--- config.mk ---
export PLATFORM = sky130hd
export DESIGN_NAME = keyed_packet_slot_buffer
export DESIGN_NICKNAME = d
export VERILOG_FILES = /design/src/rtl/kpsb_pkg.sv /design/src/rtl/kpsb_cell.sv /design/src/rtl/keyed_packet_slot_buffer.sv
export SDC_FILE = /design/constraint.sdc
export NUM_CORES = 2
export LEC_CHECK = 0
export ABC_CLOCK_PERIOD_IN_PS = 22500
export BUFFER_PORTS_ARGS = -buffer_cell sky130_fd_sc_hd__buf_2
export CAP_MARGIN = 10
export CELL_PAD_IN_SITES_DETAIL_PLACEMENT = 0
export CELL_PAD_IN_SITES_GLOBAL_PLACEMENT = 2
export CORE_MARGIN = 1.5
export CORE_UTILIZATION = 53
export CTS_BUF_LIST = sky130_fd_sc_hd__clkbuf_4 sky130_fd_sc_hd__clkbuf_8
export CTS_CLUSTER_SIZE = 16
export DETAILED_ROUTE_END_ITERATION = 8
export PLACE_DENSITY_LB_ADDON = 0.25
export SETUP_SLACK_MARGIN = 0.02
export SKIP_CTS_REPAIR_TIMING = 1
export SLEW_MARGIN = 25
export SYNTH_ARGS = -nofsm -noshare
export SYNTH_HDL_FRONTEND = slang
export SYNTH_SLANG_ARGS = --single-unit
--- constraint.sdc ---
create_clock -name i_clk -period 22.5 [get_ports i_clk]
set_clock_uncertainty 0.15 [all_clocks]
set_input_delay 2.25 -clock i_clk [delete_from_list [all_inputs] [get_ports i_clk]]
set_output_delay 2.25 -clock i_clk [all_outputs]
set_load 0.02 [all_outputs]
--- src/rtl/kpsb_pkg.sv ---
// Shared types and constants for the keyed packet slot buffer.
`default_nettype none

package kpsb_pkg;

    localparam int SLOT_COUNT = 16;

    localparam int SEQ_W   = 16;
    localparam int FLAGS_W = 9;

    localparam logic [SEQ_W-1:0]   SEQ_EMPTY = '1;
    localparam logic [FLAGS_W-1:0] FLAGS_ANY = '1;

    typedef enum logic [1:0] {
        CMD_CLEAR  = 2'd0,
        CMD_INSERT = 2'd1,
        CMD_FIND   = 2'd2,
        CMD_REMOVE = 2'd3
    } t_cmd;

    typedef struct packed {
        logic [15:0] ident;
        logic [15:0] window;
        logic [31:0] check;
        logic [15:0] length;
        logic [15:0] handle;
    } t_hdr;

    // Command word that walks the cell row; done marks an insert placed or a find hit.
    typedef struct packed {
        t_cmd               cmd;
        logic [SEQ_W-1:0]   seq;
        logic [FLAGS_W-1:0] flags;
        t_hdr               hdr;
        logic               done;
    } t_probe;

endpackage

`default_nettype wire

--- src/rtl/kpsb_cell.sv ---
// One slot of the buffer: holds a header and acts on the command word passing through.
`default_nettype none

module kpsb_cell (
    input  wire logic            i_clk,
    input  wire logic            i_rst_n,
    input  wire logic            i_valid,
    input  wire kpsb_pkg::t_probe i_probe,
    output logic                 o_valid,
    output kpsb_pkg::t_probe     o_probe
);

    logic [kpsb_pkg::SEQ_W-1:0]   r_seq;
    logic [kpsb_pkg::SEQ_W-1:0]   n_seq;
    logic [kpsb_pkg::FLAGS_W-1:0] r_flags;
    kpsb_pkg::t_hdr               r_hdr;
    logic                         r_valid;
    kpsb_pkg::t_probe             r_probe;
    kpsb_pkg::t_probe             n_probe;
    logic                         wr_en;
    logic                         occupied;
    logic                         hit;

    assign occupied = (r_seq != kpsb_pkg::SEQ_EMPTY);

    // A flags search sees only occupied slots; with neither key a wildcard, a find never hits.
    always_comb begin
        if (i_probe.seq == kpsb_pkg::SEQ_EMPTY) begin
            hit = occupied && (r_flags == i_probe.flags);
        end else if (i_probe.flags == kpsb_pkg::FLAGS_ANY) begin
            hit = (r_seq == i_probe.seq);
        end else begin
            hit = 1'b0;
        end
    end

    always_comb begin
        n_probe = i_probe;
        n_seq   = r_seq;
        wr_en   = 1'b0;
        if (i_valid) begin
            unique case (i_probe.cmd)
                kpsb_pkg::CMD_CLEAR: begin
                    n_seq = kpsb_pkg::SEQ_EMPTY;
                end
                kpsb_pkg::CMD_INSERT: begin
                    if (!i_probe.done && !occupied) begin
                        n_seq        = i_probe.seq;
                        wr_en        = 1'b1;
                        n_probe.done = 1'b1;
                    end
                end
                kpsb_pkg::CMD_FIND: begin
                    if (!i_probe.done && hit) begin
                        n_probe.done  = 1'b1;
                        n_probe.seq   = r_seq;
                        n_probe.flags = r_flags;
                        n_probe.hdr   = r_hdr;
                    end
                end
                kpsb_pkg::CMD_REMOVE: begin
                    if (r_seq == i_probe.seq) begin
                        n_seq = kpsb_pkg::SEQ_EMPTY;
                    end
                end
                default: begin
                    n_seq = r_seq;
                end
            endcase
        end
    end

    always_ff @(posedge i_clk) begin
        if (!i_rst_n) begin
            r_seq   <= kpsb_pkg::SEQ_EMPTY;
            r_valid <= 1'b0;
        end else begin
            r_seq   <= n_seq;
            r_valid <= i_valid;
        end
    end

    always_ff @(posedge i_clk) begin
        r_probe <= n_probe;
        if (wr_en) begin
            r_flags <= i_probe.flags;
            r_hdr   <= i_probe.hdr;
        end
    end

    assign o_valid = r_valid;
    assign o_probe = r_probe;

endmodule

`default_nettype wire

--- src/rtl/keyed_packet_slot_buffer.sv ---
// Top level: packet header slot table built as a row of slot cells.
//
//  channel   handshake            fields
//  command   start / busy         i_command, i_seq_number, i_flag_value, i_packet_ident,
//                                 i_window_value, i_check_value, i_payload_length,
//                                 i_payload_handle
//  result    o_strobe             o_success, o_found_seq, o_found_flags, o_found_ident,
//                                 o_found_window, o_found_check, o_found_length,
//                                 o_found_handle
//
// A command enters slot 0 at the accepting edge and moves one slot per cycle; the result
// shows for one cycle, as the command leaves the last slot.
// busy stays high from the accepting edge through the result cycle, so a new command is
// accepted only after the result of the last one has shown.
// Synchronous reset empties every slot at once; no clearing pass is needed.
// The receiver cannot stall the result.
`default_nettype none

module keyed_packet_slot_buffer (
    input  wire logic               i_clk,
    input  wire logic               i_rst_n,
    input  wire logic               start,
    output logic                    busy,
    input  wire logic        [1:0]  i_command,
    input  wire logic signed [15:0] i_seq_number,
    input  wire logic signed [8:0]  i_flag_value,
    input  wire logic signed [15:0] i_packet_ident,
    input  wire logic signed [15:0] i_window_value,
    input  wire logic signed [31:0] i_check_value,
    input  wire logic        [15:0] i_payload_length,
    input  wire logic        [15:0] i_payload_handle,
    output logic                    o_strobe,
    output logic                    o_success,
    output logic signed [15:0]      o_found_seq,
    output logic signed [8:0]       o_found_flags,
    output logic signed [15:0]      o_found_ident,
    output logic signed [15:0]      o_found_window,
    output logic signed [31:0]      o_found_check,
    output logic        [15:0]      o_found_length,
    output logic        [15:0]      o_found_handle
);

    logic                                 r_busy;
    logic                                 accept;
    logic             [kpsb_pkg::SLOT_COUNT:0] valid;
    kpsb_pkg::t_probe                     probe [0:kpsb_pkg::SLOT_COUNT];
    kpsb_pkg::t_probe                     last;
    logic                                 found;

    assign accept = start && !r_busy;
    assign busy   = r_busy;

    assign valid[0]         = accept;
    assign probe[0].cmd     = kpsb_pkg::t_cmd'(i_command);
    assign probe[0].seq     = i_seq_number;
    assign probe[0].flags   = i_flag_value;
    assign probe[0].hdr     = '{ident:  i_packet_ident,
                                window: i_window_value,
                                check:  i_check_value,
                                length: i_payload_length,
                                handle: i_payload_handle};
    assign probe[0].done    = 1'b0;

    for (genvar g = 0; g < kpsb_pkg::SLOT_COUNT; g++) begin : g_cell
        kpsb_cell u_cell (
            .i_clk   (i_clk),
            .i_rst_n (i_rst_n),
            .i_valid (valid[g]),
            .i_probe (probe[g]),
            .o_valid (valid[g+1]),
            .o_probe (probe[g+1])
        );
    end

    always_ff @(posedge i_clk) begin
        if (!i_rst_n) begin
            r_busy <= 1'b0;
        end else if (accept) begin
            r_busy <= 1'b1;
        end else if (valid[kpsb_pkg::SLOT_COUNT]) begin
            r_busy <= 1'b0;
        end
    end

    assign last  = probe[kpsb_pkg::SLOT_COUNT];
    assign found = (last.cmd == kpsb_pkg::CMD_FIND) && last.done;

    assign o_strobe = valid[kpsb_pkg::SLOT_COUNT];

    always_comb begin
        unique case (last.cmd) inside
            kpsb_pkg::CMD_INSERT,
            kpsb_pkg::CMD_FIND: o_success = last.done;
            default:            o_success = 1'b1;
        endcase
    end

    // Anything but a find hit reports an empty slot.
    assign o_found_seq    = found ? last.seq        : kpsb_pkg::SEQ_EMPTY;
    assign o_found_flags  = found ? last.flags      : '0;
    assign o_found_ident  = found ? last.hdr.ident  : '0;
    assign o_found_window = found ? last.hdr.window : '0;
    assign o_found_check  = found ? last.hdr.check  : '0;
    assign o_found_length = found ? last.hdr.length : '0;
    assign o_found_handle = found ? last.hdr.handle : '0;

    a_single_word: assert property (@(posedge i_clk) disable iff (!i_rst_n)
        $onehot0(valid[kpsb_pkg::SLOT_COUNT:1]))
        else $error("more than one command word in the cell row");

    a_idle_empty: assert property (@(posedge i_clk) disable iff (!i_rst_n)
        !r_busy |-> (valid[kpsb_pkg::SLOT_COUNT:1] == '0))
        else $error("command word in flight while idle");

    a_busy_live: assert property (@(posedge i_clk) disable iff (!i_rst_n)
        r_busy |-> (valid[kpsb_pkg::SLOT_COUNT:1] != '0))
        else $error("busy with no command word in flight");

    a_enter: assert property (@(posedge i_clk) disable iff (!i_rst_n)
        accept |=> valid[1] && r_busy)
        else $error("accepted command did not enter slot 0");

endmodule

`default_nettype wire
**Yosys cells after proc, flatten, opt, wreduce, memory -nomap -nowiden**

Cells that the tools add are included.

- Register bits: 3,937
- Latch bits: 0
- RAM bits: 0
- Memory bits (read-only): 0
- Input port bits: 126
- Memories kept: 0

- Add/sub/neg operators: 0
- Multipliers: 0
- Divide/modulo/power cells: 0
- $lt $le $gt $ge: 0
- Equality and inequality tests: 162
- Shifts and indexed selects: 0
- Muxes and demuxes: 217
- Bitwise logic cells: 0
- Reductions and logical operators: 129

Operator list:

| kind | count |
|---|---|
| $mux 122 | 32 |
| $mux 121 | 16 |
| $pmux 16 s3 | 16 |
| $mux 16 | 37 |
| $eq 16x16->1 | 16 |
| $eq 16x16->1 const B | 16 |
| $ne 16x16->1 const B | 16 |
| $eq 9x9->1 | 16 |
| $eq 9x9->1 const B | 16 |
| $mux 1 | 98 |
| $eq 2x2->1 const B | 33 |
| $reduce_and 4->1 | 16 |
| $ne 2x1->1 const B | 31 |
| $logic_and 1x1->1 | 48 |
| $reduce_bool 3->1 | 16 |
| $eq 2x1->1 const B | 17 |
| $logic_not 2->1 | 16 |
| $mux 32 | 1 |
| $pmux 1 s2 | 16 |
| $logic_not 1->1 | 31 |
| $mux 9 | 1 |
| $ne 2x2->1 const B | 1 |
| $reduce_bool 2->1 | 1 |
| $reduce_or 2->1 | 1 |

**Depth between registers and ports, before layout**

- Depth in word-level cells: 7
- Depth in mapped cells: 9
- Mapped depth without buffers: 7

**Hierarchy**

From an unflattened synthesis, not the netlist that was laid out.

- Cells, all modules: 8,587
- Area total of the unflattened synthesis: 141,278.0 um^2

By module, submodules not included:

| module | instances | cells each | area each (um^2) |
|---|---|---|---|
| kpsb_cell at g_cell[10].u_cell ... | 15 | 527 | 8,769.7 |
| kpsb_cell at g_cell[0].u_cell | 1 | 529 | 8,777.2 |
| keyed_packet_slot_buffer | 1 | 153 | 955.9 |

**Worst setup path before layout**

No wires, ideal clock.

- Path type: reg2reg
- Start point: register g_cell[1].u_cell.r_probe (netlist bit g_cell[1].u_cell.o_probe[123])
- End point: register g_cell[2].u_cell.r_flags[0] (netlist name) (enable)
- Arrival: 11,729 ps
- Required time: 21,486 ps
- Setup slack: 9,757 ps
- Cell stages (with the launch flop): 6
- Clock period less this slack: 12,743 ps
- Cells stage by stage: dfxtp_1 inv_1 ha_1 clkinv_1 buf_1 nor4b_1

- Longest elaborated chain between the ends: 3

RTL lines:

| what | RTL line | source |
|---|---|---|
| start: declaration | kpsb_cell.sv:18 | `kpsb_pkg::t_probe r_probe;` |
| start signal: assignment | kpsb_cell.sv:84 | `r_probe <= n_probe;` |
| $eq 2x1->1 | kpsb_cell.sv:42 | `unique case (i_probe.cmd)` |
| $mux 1 | kpsb_cell.sv:42 |  |
| $mux 1 | kpsb_cell.sv:41 | `if (i_valid) begin` |
| named net g_cell[2].u_cell.wr_en | kpsb_cell.sv:20 | `logic wr_en;` |
| end signal: assignment | kpsb_cell.sv:86 | `r_flags <= i_probe.flags;` |
| end: declaration | kpsb_cell.sv:15 | `logic [kpsb_pkg::FLAGS_W-1:0] r_flags;` |

The timed path passes the listed nets, and every way through them passes these cells.
A chain may end at the register's enable or synchronous reset.

**Worst setup path in the final report**

- Start point: register g_cell[15].u_cell.r_probe (netlist bit g_cell[15].u_cell.o_probe[122])
- End point: output port o_found_seq[1]

- Longest elaborated chain between the ends: 3

RTL lines:

| what | RTL line | source |
|---|---|---|
| start: declaration | kpsb_cell.sv:18 |  |
| start signal: assignment | kpsb_cell.sv:84 |  |
| $eq 2x2->1 | keyed_packet_slot_buffer.sv:86 | `assign found = (last.cmd == kpsb_pkg::CMD_FIND) && last.done;` |
| $logic_and 1x1->1 | keyed_packet_slot_buffer.sv:86 |  |
| $mux 16 | keyed_packet_slot_buffer.sv:99 | `assign o_found_seq = found ? last.seq : kpsb_pkg::SEQ_EMPTY;` |
| end: declaration | keyed_packet_slot_buffer.sv:34 | `output logic signed [15:0] o_found_seq,` |

No other way between the ends.

==> results.md <==
- The run finished with clean final reports.
- Synthesis instantiated 62 different standard cells from the library.
- sky130_fd_sc_hd__dfxtp_1 is the most common cell in the netlist.
- The leakage power figure is 54.6 nW.
- The violation count after the first detailed-routing iteration is 2,746.
- The height of the die is 504 um.
- Global routing used 16.1% of the available tracks.
- The number of max-cap violations is 0.
- The worst min-delay path class is register to register.
- The tree is rooted in a sky130_fd_sc_hd__clkbuf_8.
- The most used flip-flop cell after synthesis is sky130_fd_sc_hd__dfxtp_1.
- Counting flops with a built-in enable in the synthesized netlist gives 1,680.
- The synthesized net count is 8,413.
- The final number of hold-violating endpoints is 0.
- For the worst-skew pair, the clock arrives at the later sink with an insertion delay of 1.02 ns.
- The routed via count is 62,200.
- The mapped netlist covers 0.133 mm^2.
- The synthesized netlist devotes 5.30% of its cell area to simple gates.
- By area the synthesized netlist is led by sky130_fd_sc_hd__edfxtp_1 38%, sky130_fd_sc_hd__dfxtp_1 34%, sky130_fd_sc_hd__mux2_2 14%, sky130_fd_sc_hd__mux2_1 2.4%, sky130_fd_sc_hd__xor2_1 1.9%.
- The final setup violation count is 0.
- The post-route setup TNS is 0 ns.
- The largest total area in the synthesized netlist belongs to sky130_fd_sc_hd__edfxtp_1.
- From synthesis to final layout, the design area changed by 13.2%.
- The cell family contributing the most delay on the critical path is simple AND/OR/NAND/NOR gates.
- The total count of max-transition violations in the final report is 0.
- For this design the ratio of total power to cell area is 94.5 mW/mm^2.
- The startpoint of the worst register-to-register path is g_cell[1].u_cell.o_probe[114].
- The maximum count of clock buffers along a single path is 4.
- By area, the combinational part of the netlist is dominated by multiplexers.
- The worst stage delay on the critical path is 0.61 ns.
- For this run, the post-layout net count is 9,026.
- The wire length of the first global-routing pass is 347 mm.
- The compound-gate portion of the synthesized area is 1.38%.
- The sequential area share after synthesis is 71.8%.
- The time the worst path needs with I/O delays and setup is 5.37 ns.
- The count of non-filler cells in the finished layout is 12,700.
- The cell with the largest stage delay on the worst path is sky130_fd_sc_hd__ha_4.
- The overall die area is 0.254 mm^2.
- Row generation in the floorplan step produced 183 rows.
- The startpoint of the worst hold path is g_cell[11].u_cell.o_probe[65].
- The TritonCTS clock tree is done.
- The clock tree synthesis step divided the H-tree into 6 levels.
- The clock buffer count from CTS is 626.
- At the end of routability-driven placement, the weighted congestion stood at 0.804.
- The adder-cell share of the synthesized area is 0.601%.
- The xor/xnor cell area share of the yosys netlist is 2.63%.
- For this run, design rule violations remaining after detail routing come to 0.
- The tree built by TritonCTS fans out to 3,937 sinks.
- The critical setup path kind is register to primary output.
- Of all flip-flops after synthesis, the portion carrying an async set or reset was 0%.
- Of all nets on the critical path, the largest fanout is 106.
- The total of flip-flops plus latches after synthesis is 3,937.
- The average instance area after synthesis is 16.2 um^2.
- The detail route stage leaves a number of antenna-violating nets equal to 0.
- Sorting the synthesized cells by how often they occur yields 2,257 x sky130_fd_sc_hd__dfxtp_1, 1,680 x sky130_fd_sc_hd__edfxtp_1, 1,656 x sky130_fd_sc_hd__mux2_2, 296 x sky130_fd_sc_hd__xor2_1, 280 x sky130_fd_sc_hd__mux2_1.
- The starting utilization of the core area is 53.5%.
- Together, buffers and inverters on the worst path number 2.
- The hold-critical path endpoint is g_cell[12].u_cell.r_hdr[64].
- The maximum achievable frequency is 186 MHz.
- The top cell type by area accounts for 37.9% of the synthesized area.
- The post-route netlist has 33.5% of its cells at a drive strength greater than 1.
- The multiplexer fraction of the synthesized cell area is 16.6%.
- In this run the tool buffered the top-level ports with 249 buffer cells.
- The worst register-to-register path ends at g_cell[2].u_cell.o_probe[2].
- The count of TritonRoute iterations in the first routing pass is 5.
- The boundary pin count is 250.
- Using the TritonRoute via totals, the vias-per-cell ratio works out to 4.91.
- Yosys printed 0 warnings.
- The largest net degree at the start of global routing is 108.
- Headroom to the max-slew limit came out at 31.0%.
- Traced cell by cell, the critical path runs through inv_1, ha_4, nand2_1, or2_2, buf_2.
- The remaining global-route overflow is 0.
- Summed over all nets, the half-perimeter wirelength after detailed placement is 128 mm.
- The worst setup slack for register-to-register paths is 18.18 ns.
- The worst hold path passes through 0 cells.
- The routed design has 209 mm of wire.
- The gate count after technology mapping is 8,223.
- The filler cells instantiated in the layout total 18,900.
- The initial antenna violation count is 3.
- For the worst setup path, the data required time is 20.10 ns.
- In the final routed layout, each cell accounts on average for 16.5 um.
- The post-placement cell count is 11,500.
- The depth of the most critical reg-to-reg path is 8.
- The final clock period utilization by the worst path is 23.8%.
- STA classifies the critical path startpoint as a register.
- After floorplanning, the core was sized to cover 0.249 mm^2.
- The width of the die is 504 um.
- For the pin with the worst max-slew slack, the measured transition is 1.04 ns.
- The via count of the first global-routing pass is 65,200.
- The clock transition at the register clock pins on the worst setup and hold paths after CTS is 0.06 ns.
- Setup repair after global routing left no endpoint under its margin.
- The largest voltage drop on the vdd net is 68.1 uV.
- STA classifies the critical path endpoint as a primary output.
- The data arrival time of the critical path is 2.97 ns.
[metrics by stage]
stage	util (%)	hold WS [ns]	cell area (um^2)	setup slack, ns	power (W)
floorplan	-	0.222	133000	9.76	0.00809
global placement	55.1	0.242	137000	16.26	0.00821
detailed placement	55.2	0.240	137000	16.27	0.00822
CTS	60.5	0.234	151000	16.91	0.0145
global route	60.5	0.248	151000	16.70	0.0148
finish	60.5	0.238	151000	17.13	0.0142
[how the worst max path moves through the flow]
stage / cells past startpoint / endpoint / startpoint
2_1_floorplan: 5 / g_cell[2].u_cell.r_flags[0] / g_cell[1].u_cell.o_probe[123]
3_3_place_gp: 8 / g_cell[0].u_cell.o_probe[23] / i_seq_number[14]
3_5_place_dp: 8 / g_cell[0].u_cell.o_probe[12] / i_seq_number[13]
4_1_cts: 5 / o_found_seq[1] / g_cell[15].u_cell.o_probe[122]
5_1_grt: 5 / o_found_seq[9] / g_cell[15].u_cell.o_probe[122]
6_report: 5 / o_found_seq[1] / g_cell[15].u_cell.o_probe[122]
[layout by cell type (no fill, tap or decap), types with 40 or more instances in the layout]
| cell | count |
|---|---|
| sky130_fd_sc_hd__buf_4 | 57 |
| sky130_fd_sc_hd__xnor2_1 | 104 |
| sky130_fd_sc_hd__o21ai_0 | 109 |
| sky130_fd_sc_hd__ha_1 | 63 |
| sky130_fd_sc_hd__inv_1 | 65 |
| sky130_fd_sc_hd__edfxtp_1 | 1680 |
| sky130_fd_sc_hd__and3_1 | 106 |
| sky130_fd_sc_hd__nor2b_1 | 223 |
| sky130_fd_sc_hd__nor2_1 | 40 |
| sky130_fd_sc_hd__clkbuf_8 | 759 |
| sky130_fd_sc_hd__nor3_1 | 62 |
| sky130_fd_sc_hd__o21ai_1 | 123 |
| sky130_fd_sc_hd__nand2b_1 | 49 |
| sky130_fd_sc_hd__clkinv_2 | 44 |
| sky130_fd_sc_hd__nand3_1 | 44 |
| sky130_fd_sc_hd__nor3b_1 | 160 |
| sky130_fd_sc_hd__dfxtp_1 | 2256 |
| sky130_fd_sc_hd__xor2_1 | 296 |
| sky130_fd_sc_hd__nor4_1 | 96 |
| sky130_fd_sc_hd__clkbuf_4 | 262 |
| sky130_fd_sc_hd__buf_2 | 248 |
| sky130_fd_sc_hd__nand4_1 | 189 |
| sky130_fd_sc_hd__nand2_1 | 77 |
| sky130_fd_sc_hd__mux2_1 | 280 |
| sky130_fd_sc_hd__mux2_2 | 1656 |
[sequential cells by signal, summed over array words and instances, names as in the netlist]
| name | flops |
|---|---|
| g_cell.u_cell.o_probe | 1984 |
| g_cell.u_cell.r_seq | 256 |
| g_cell.u_cell.o_valid | 16 |
| g_cell.u_cell.r_hdr | 1536 |
| g_cell.u_cell.r_flags | 144 |
| busy | 1 |
[power breakdown]
group	switching, W	leakage, nW	internal (W)
Combinational	0.000118	13.5	0.000167
Sequential	0.000135	34.1	0.00765
Clock	0.00260	7.08	0.00357
Total	0.00285	54.6	0.0114
[cells by family after synthesis]
group | count (synthesis)
simple gates | 1147
mux | 1968
fa+ha+maj | 64
compound gates | 314
buf+inv | 393
flops | 3937
xor+xnor | 400
[routing by layer]
metal	GRT usage, %	share of wire, %	up-vias
met5	0	0.0053	-
met4	6.14	2.7	2
met3	3.45	3.9	474
met2	22.7	41	1037
met1	24.1	52	29300
li1	-	-	31400
[final cells by class]
class	instances	area (um^2)	share of cell area, %
Sequential cell	3937	95600	63.4
Tap cell	3330	4170	2.76
Clock inverter	109	828	0.549
Clock buffer	1021	12400	8.23
Inverter	69	262	0.173
Timing Repair Buffer	309	1750	1.16
Multi-Input combinational cell	3893	35700	23.7
Antenna cell	8	20.0	0.0133
Note: power is estimated with default switching activity, not from simulation.
